--- config.mk ---
export PLATFORM = sky130hd
export DESIGN_NAME = gbba_first_zero
export DESIGN_NICKNAME = d
export VERILOG_FILES = /design/src/design/gbba_pkg.sv /design/src/design/gbba_first_zero.sv
export SDC_FILE = /design/constraint.sdc
export NUM_CORES = 1
export LEC_CHECK = 0
export ABC_AREA = 1
export BUFFER_PORTS_ARGS = -buffer_cell sky130_fd_sc_hd__buf_4
export CAP_MARGIN = 20
export CELL_PAD_IN_SITES_DETAIL_PLACEMENT = 0
export CELL_PAD_IN_SITES_GLOBAL_PLACEMENT = 2
export CORE_MARGIN = 2
export CORE_UTILIZATION = 13
export DETAILED_ROUTE_END_ITERATION = 8
export PLACE_DENSITY_LB_ADDON = 0.1
export SLEW_MARGIN = 25
export SYNTH_ARGS = -nofsm -noshare
export SYNTH_HDL_FRONTEND = slang
export SYNTH_SLANG_ARGS = --single-unit
--- constraint.sdc ---
create_clock -name vclk -period 2.2
set_clock_uncertainty 0.1 [all_clocks]
set_input_delay 0.33 -clock vclk [all_inputs]
set_output_delay 0.33 -clock vclk [all_outputs]
set_load 0.03 [all_outputs]
--- src/design/gbba_pkg.sv ---
`timescale 1ns / 1ps
// ----------------------------------------------------------------------------
// Grouped bitmap block allocator package
// Shared types, codes and field widths for the allocator and its helpers.
// ----------------------------------------------------------------------------
package gbba_pkg;

  // Bitmap storage is organized as 32-bit words.
  localparam int WORD_W     = 32;
  localparam int WORD_IDX_W = 5;

  // Widths of the response block fields and of the per-group used count.
  localparam int BLK_W = 14;
  localparam int CNT_W = 11;

  localparam logic [CNT_W-1:0] CNT_MAX = '1;
  localparam logic [BLK_W-1:0] TOT_MAX = '1;

  // Request function codes.
  localparam logic FUNC_ALLOC = 1'b0;
  localparam logic FUNC_FREE  = 1'b1;

  // Response status codes.
  localparam logic [1:0] ST_DONE          = 2'd0;
  localparam logic [1:0] ST_OUT_OF_BLOCKS = 2'd1;
  localparam logic [1:0] ST_IGNORED       = 2'd2;

  // Configuration register indexes.
  localparam logic [1:0] REG_GROUP_COUNT      = 2'd0;
  localparam logic [1:0] REG_GROUP_SIZE       = 2'd1;
  localparam logic [1:0] REG_FIRST_DATA_BLOCK = 2'd2;

  typedef struct packed {
    logic        func;
    logic [31:0] block_number;
  } req_t;

  typedef struct packed {
    logic [BLK_W-1:0] allocated_block;
    logic [1:0]       status;
    logic [BLK_W-1:0] blocks_in_use;
  } rsp_t;

  // Result of the first-clear-bit search over one bitmap word.
  typedef struct packed {
    logic                  found;
    logic [WORD_IDX_W-1:0] idx;
  } find_t;

  typedef enum logic [2:0] {
    S_CLEAR,
    S_IDLE,
    S_A_GROUP,
    S_A_CNT,
    S_A_SCAN,
    S_F_DIV,
    S_F_READ,
    S_DONE
  } state_t;

endpackage

--- src/design/gbba_first_zero.sv ---
`timescale 1ns / 1ps
// ----------------------------------------------------------------------------
// First clear bit finder
// Returns the lowest clear bit position of one bitmap word, if there is one.
// ----------------------------------------------------------------------------
module gbba_first_zero import gbba_pkg::*; (
  input  logic [WORD_W-1:0] word,
  output find_t             find
);

  // Scan from the top down so that the lowest clear bit wins.
  always_comb begin
    find.found = 1'b0;
    find.idx   = '0;
    for (int i = WORD_W - 1; i >= 0; i--) begin
      if (!word[i]) begin
        find.found = 1'b1;
        find.idx   = WORD_IDX_W'(i);
      end
    end
  end

endmodule

==> out/metrics.yaml, run 1 <==
synth_cell_types: 13
max_freq_ghz: 0.415
cts_hold_buf: 0
post_dp_cell_area_sq_um: 699
worstHoldStart: "word[2]"
slew_headroom: 0.767
hold_class: "input port to output port"
tightest_slew_ps: 345
final_nets: 154
ios: 38
pre_cts_ws_ps: -292
cp-start-kind: "input port"
routedWlPerCell_um: 7.94
core-area_sq_um: 2480
period_needed_ps: 2410
drc: 0
arrival_ps: 1980
num_vias: 618
synth_most_common_cell: "nand2_1"
dp_hpwl_um: 1110
pwr-share-seq: 0
diodes: 0
die_area_sq_um: 3030
drv_slew: 0
startpoint: "word[31]"
critPathKind: "input port to output port"
start_util: 0.137
critical_path.top_delay_family: "simple AND/OR/NAND/NOR gates"
syn_area_sq_um: 339
synthCells: 78
grt_max_degree: 5
area_growth_pct: 116
drive_gt1_frac: 0.400
clockBufferCount: 0
finalWirelength_um: 1190
ys_seq_area_frac: 0
internal_power_uw: 65.3
std_cell_rows: 18
nFillCells: 303
grt_usage: 0.0713
antenna_found_initial: 0
setup_violations: 2
synth_common_cells: "nand2_1 (43), nor2_1 (12), inv_1 (5), nand3_1 (4), nand4_1 (4)"
power.density_nw_per_um2: 157
synth_top_area_frac: 0.476
cp-end-kind: "output port"
max-vdd-ir-drop_mv: 0.0499
firstDrtPassIters: 4
seq_area_sq_um: 0
yosysWarnings: 0
synth_top_area_cell: "nand2_1"
max_stage_delay_ps: 140
final_area_sq_um: 733
crit_fanout: 2
power_frac_clock: 0
setup_ws_ps: -209
multi_input_area_sq_um: 339
viasPerCell: 4.12
port_buffers: 38
crit_slowest_cell: "buf_6"
drt-initial-drc-count: 7
grt_pass1_wl_um: 1700
hold_violations: 0
p_comb_frac: 1.000
crit_required_ps: 1770
gp_congestion: 0.626
power_leakage_uw: 0.000379
syn_area_per_cell_sq_um: 4.35
violations: "setup timing"
grt_overflow: 0
drt.antenna.violating_nets: 0
syn_nets: 110
grt_pass1_vias: 517
die_height_um: 55.1
rsz0062_at_grt: "true"
design.seq.count: 0
p_sw_frac: 0.431
outcome: "finished with violations"
die_width_um: 55.1
cpMostUsedCell: "nand2_1"
path_buf_inv: 3
period_share: 1.10
cts_setup_buffers: 0
synthTopCellsByArea: "nand2_1 (48%), nor2_1 (13%), nand4_1 (7.4%)"
power.switching_uw: 49.5
drv_cap: 0
## power by group through the flow
stage | Clock [uW] | Sequential [uW] | Combinational (uW)
final | 0 | 0 | 115
after global routing | 0 | 0 | 128
after CTS | 0 | 0 | 116
after detailed placement | 0 | 0 | 109
after global placement | 0 | 0 | 109
after floorplan | 0 | 0 | 40.5
## cells by family after synthesis
family,after synthesis,share of synthesized area
buffers and inverters,5,0.0554
AND/OR/NAND/NOR,63,0.742
AO/OA/AOI/OAI,10,0.203
## repair_timing
action | CTS | global route
gates resized for setup | 10 | 1
pin swaps | 12 | 12
endpoints found under the setup margin | 2 | 2
## layer usage
layer,global-route usage,up-vias,wire length (um),part of all wire
met4,0,0,0,0
met2,0.133,22,524,0.44
li1,-,341,-,-
met3,0.0108,0,121,0.10
met5,0,-,0,0
met1,0.0913,255,544,0.46
## through the flow
stage / setup TNS (ps) / total power [uW] / hold WS, ps / instances / util
final: -226 / 115 / 835 / 150 / 0.296
after detailed placement: -420 / 109 / 871 / 150 / 0.282
after global routing: -741 / 128 / 853 / 150 / 0.296
after global placement: -421 / 109 / 861 / 150 / 0.282
after floorplan: 0 / 40.5 / 716 / 78 / -
after CTS: -451 / 116 / 831 / 150 / 0.295
## worst paths after layout
check  endpoint  cells past startpoint
min     find[1]                      3
max     find[0]                     31
## cells in the final DEF, fill, tap and decap left out
master     n
a31oi_1    2
a21boi_0   1
nand2_1   40
nand4_1    4
a21oi_2    1
buf_4     36
inv_2      1
o21ai_0    1
a211oi_1   2
nand2_2    3
o211ai_1   1
o21a_1     1
buf_6      6
nor2_1    12
a21oi_4    1
nand3_1    4
inv_1      4
## area by class of cell
class / count / area share
inverters: 5 / 0.0256
multi-input cells: 73 / 0.462
well taps: 30 / 0.0512
repair buffers: 42 / 0.461
Note: power is estimated with default switching activity, not from simulation.
==> inputs of run 2 (changes only) <==
CELL_PAD_IN_SITES_DETAIL_PLACEMENT = 1   (was 0)
CELL_PAD_IN_SITES_GLOBAL_PLACEMENT = 1   (was 2)
CORE_UTILIZATION = 19   (was 13)
==> run 2 against run 1 <==
- highest routed layer unchanged
- core utilization increased by 13 points
- first-iteration DRC count decreased by 100%
- the run still ends with setup timing left
- critical path depth did not move
- cell count fell by 3.3%
- critical path type unchanged
==> out/metrics.yaml, run 2 (synthesized netlist as in run 1, its figures left out) <==
clockBufferCount: 0
violations: "setup timing"
slew_headroom: 0.752
die_area_sq_um: 2140
crit_required_ps: 1770
drt-initial-drc-count: 0
max-vdd-ir-drop_mv: 0.0583
drc: 0
startpoint: "word[31]"
whs_ps: 833
ios: 38
max_freq_ghz: 0.413
period_share: 1.10
layout_commonest_cell: "nand2_1"
power_leakage_uw: 0.000378
gp_congestion: 0.699
place_inst: 145
layoutNonFillerInstCount: 145
rsz0062_at_grt: "true"
firstDrtPassIters: 1
cpMostUsedCell: "nand2_1"
grt_pass1_wl_um: 2070
critPathKind: "input port to output port"
num_vias: 612
hold_violations: 0
finalWirelength_um: 1230
multi_input_area_sq_um: 337
drt.antenna.violating_nets: 0
post_dp_cell_area_sq_um: 693
power.density_nw_per_um2: 159
hold_class: "input port to output port"
cp-start-kind: "input port"
design.seq.count: 0
crit_fanout: 2
drv_cap: 0
period_needed_ps: 2420
p_total_uw: 115
arrival_ps: 1990
die_width_um: 46.2
diodes: 0
layout_common_cells: "nand2_1 (41), buf_4 (36), nor2_1 (12)"
seq_area_sq_um: 0
final_nets: 154
final_area_sq_um: 724
routedWlPerCell_um: 8.50
antenna_found_initial: 0
nFillCells: 256
setup_violations: 2
area_growth_pct: 114
std_cell_rows: 15
setup_ws_ps: -221
die_height_um: 46.2
outcome: "finished with violations"
grt_max_degree: 5
cts_hold_buf: 0
port_buffers: 38
drv_slew: 0
viasPerCell: 4.22
worstHoldStart: "word[2]"
dp_hpwl_um: 1120
cts_setup_buffers: 0
cp-end-kind: "output port"
tightest_slew_ps: 369
max_stage_delay_ps: 140
drive_gt1_frac: 0.392
holdPathEnd: "find[1]"
crit_slowest_cell: "buf_6"
grt_pass1_vias: 561
holdPathStages: 3
grt_usage: 0.122
core-area_sq_um: 1710
grt_overflow: 0
start_util: 0.199
==> run 2: power breakdown <==
part | switching (uW) | total, uW | leakage [uW] | internal [uW]
logic | 49.8 | 115 | 0.000378 | 65.2
registers | 0 | 0 | 0 | 0
clock network | 0 | 0 | 0 | 0
==> run 2: worst max-delay path by stage <==
stage / endpoint / depth (start not counted) / slack [ps]
floorplan: find[0] / 29 / 20
global placement: find[0] / 31 / -280
detailed placement: find[0] / 31 / -300
CTS: find[0] / 31 / -250
global route: find[0] / 31 / -620
finish: find[0] / 31 / -220
==> run 2: metrics by stage <==
step / setup slack, ps / util / TNS, ps
5_1_grt: -618 / 0.424 / -814
2_1_floorplan: 19.9 / - / 0
3_3_place_gp: -284 / 0.406 / -391
4_1_cts: -250 / 0.420 / -417
6_report: -221 / 0.424 / -233
3_5_place_dp: -296 / 0.406 / -367
==> run 2: what timing repair did <==
item                                    4_1_cts  5_1_grt
resized for setup                             8        2
pin swaps                                    12       12
endpoints found under the setup margin        2        2
==> run 2: layout make-up <==
class | count | share of cell area
timing repair buffer | 42 | 0.466
tap | 25 | 0.0432
multi-input combinational | 73 | 0.465
inverter | 5 | 0.0259
==> run 2: per-layer routing <==
layer  global-route usage  routed length, um  vias to the layer above
met5                    0                  0                        -
met4                    0                  0                        0
met3              0.00784                 87                        0
met2                0.225                599                       21
met1                0.163                545                      251
li1                     -                  -                      340
==> run 2: worst max-delay path: cells and delay by family <==
family	cells	cell delay [ps]
and+or+nand+nor	27	1270
buffers and inverters	3	270
AOI/OAI and AO/OA	1	120
==> inputs of run 3 (changes only) <==
ABC_AREA = default   (was 1)
CORE_UTILIZATION = 22   (was 19)
==> run 3 against run 2 <==
- the flow now finishes without violations
- non-clock buffer count down 4
- synthesized cell count is 13% lower
- worst setup slack improved by 580 ps
- largest cell class is now multi-input gates
- largest power group unchanged
==> out/metrics.yaml, run 3 <==
synth_top_area_cell: "nand4_1"
synthTopCellsByArea: "nand4_1 (15%), nand2_1 (9.8%), a21oi_1 (9.2%)"
arrival_ps: 1410
cp-start-kind: "input port"
critPathKind: "input port to output port"
die_height_um: 45.7
cp-end-kind: "output port"
crit_required_ps: 1770
synthCells: 68
clockBufferCount: 0
slew_headroom: 0.844
design.seq.count: 0
rsz0062_at_grt: "false"
setup_violations: 0
period_needed_ps: 1840
antenna_found_initial: 0
grt_max_degree: 6
tightest_slew_ps: 234
start_util: 0.227
drive_gt1_frac: 0.406
syn_area_per_cell_sq_um: 5.63
layout_commonest_cell: "buf_4"
power.density_nw_per_um2: 154
period_share: 0.835
synth_top_area_frac: 0.147
hold_class: "input port to output port"
max-vdd-ir-drop_mv: 0.0613
hold_violations: 0
grt_overflow: 0
nFillCells: 238
syn_area_sq_um: 383
finalWirelength_um: 1630
drc: 0
core-area_sq_um: 1690
drt-initial-drc-count: 2
grt_pass1_wl_um: 2640
routedWlPerCell_um: 13.2
drt.antenna.violating_nets: 0
firstDrtPassIters: 4
yosysWarnings: 0
ios: 38
cts_hold_buf: 0
syn_nets: 100
port_buffers: 38
final_util: 0.408
area_growth_pct: 80.1
synth_most_common_cell: "nand2_1"
post_cts_resize_count: 0
gp_congestion: 0.749
synth_cell_types: 24
die_area_sq_um: 2090
synth_common_cells: "nand2_1 (10), nand4_1 (9), a21oi_1 (7), inv_1 (7), o21ai_0 (5)"
power_leakage_uw: 0.000314
std_cell_rows: 15
multi_input_area_sq_um: 357
die_width_um: 45.7
drv_cap: 0
diodes: 0
crit_fanout: 4
tns_ps: 0
cts_setup_buffers: 0
layout_common_cells: "buf_4 (38), nand2_1 (10), nand4_1 (9)"
drv_slew: 0
ys_seq_area_frac: 0
num_vias: 687
max_freq_ghz: 0.544
viasPerCell: 5.59
grt_usage: 0.162
grt_pass1_vias: 634
dp_hpwl_um: 1420
outcome: "finished, final reports clean"
final_nets: 140
seq_area_sq_um: 0
-- run 3: changes by cell type in the layout (fill, tap and decap cells not counted), sizes merged, moves of 4 or more --
cell,previous run,this run
nand4,4,9
o21ai,1,8
nor2,12,4
a21oi,2,7
nand2,43,12
buf,42,38
-- run 3: area by class of cell --
type,count,area share
Inverter,7,0.0381
Tap cell,17,0.0309
Timing Repair Buffer,38,0.414
Multi-Input combinational cell,61,0.517
-- run 3: path summary, 6_finish.rpt --
path     from       to  slack (ps)  depth (start not counted)
max   word[2]  find[4]         360                          5
min   word[8]  find[1]         960                          4
-- run 3: report_power, final --
part | total [uW] | leakage [uW] | internal [uW] | switching [uW]
Clock | 0 | 0 | 0 | 0
Combinational | 106 | 0.000314 | 54.6 | 51.8
Sequential | 0 | 0 | 0 | 0
Total | 106 | 0.000314 | 54.6 | 51.8
-- run 3: per-layer routing --
metal / track usage / up-vias / share of wire
met5: 0 / - / 0
met4: 0 / 0 / 0
met3: 0.00794 / 0 / 0.064
met2: 0.301 / 24 / 0.49
met1: 0.216 / 323 / 0.44
li1: - / 340 / -
-- run 3: worst max-delay path, stage by stage --
cell	delay [ps]
buf_4	100
nand4_1	120
or3_4	420
nor4_2	240
buf_4	190
-- run 3: cells by family after synthesis --
kind of cell,count (synthesis),share of synthesized area
and+or+nand+nor,35,0.526
AOI/OAI and AO/OA,26,0.405
buffers and inverters,7,0.0686
-- run 3: metrics by stage --
step	worst slack [ps]	cells	hold slack, ps	total power [uW]	area (sq um)
floorplan	277	68	739	32.7	383
global placement	376	123	957	105	689
detailed placement	363	123	960	107	689
CTS	356	123	960	107	689
global route	257	123	972	118	689
finish	363	123	956	106	689
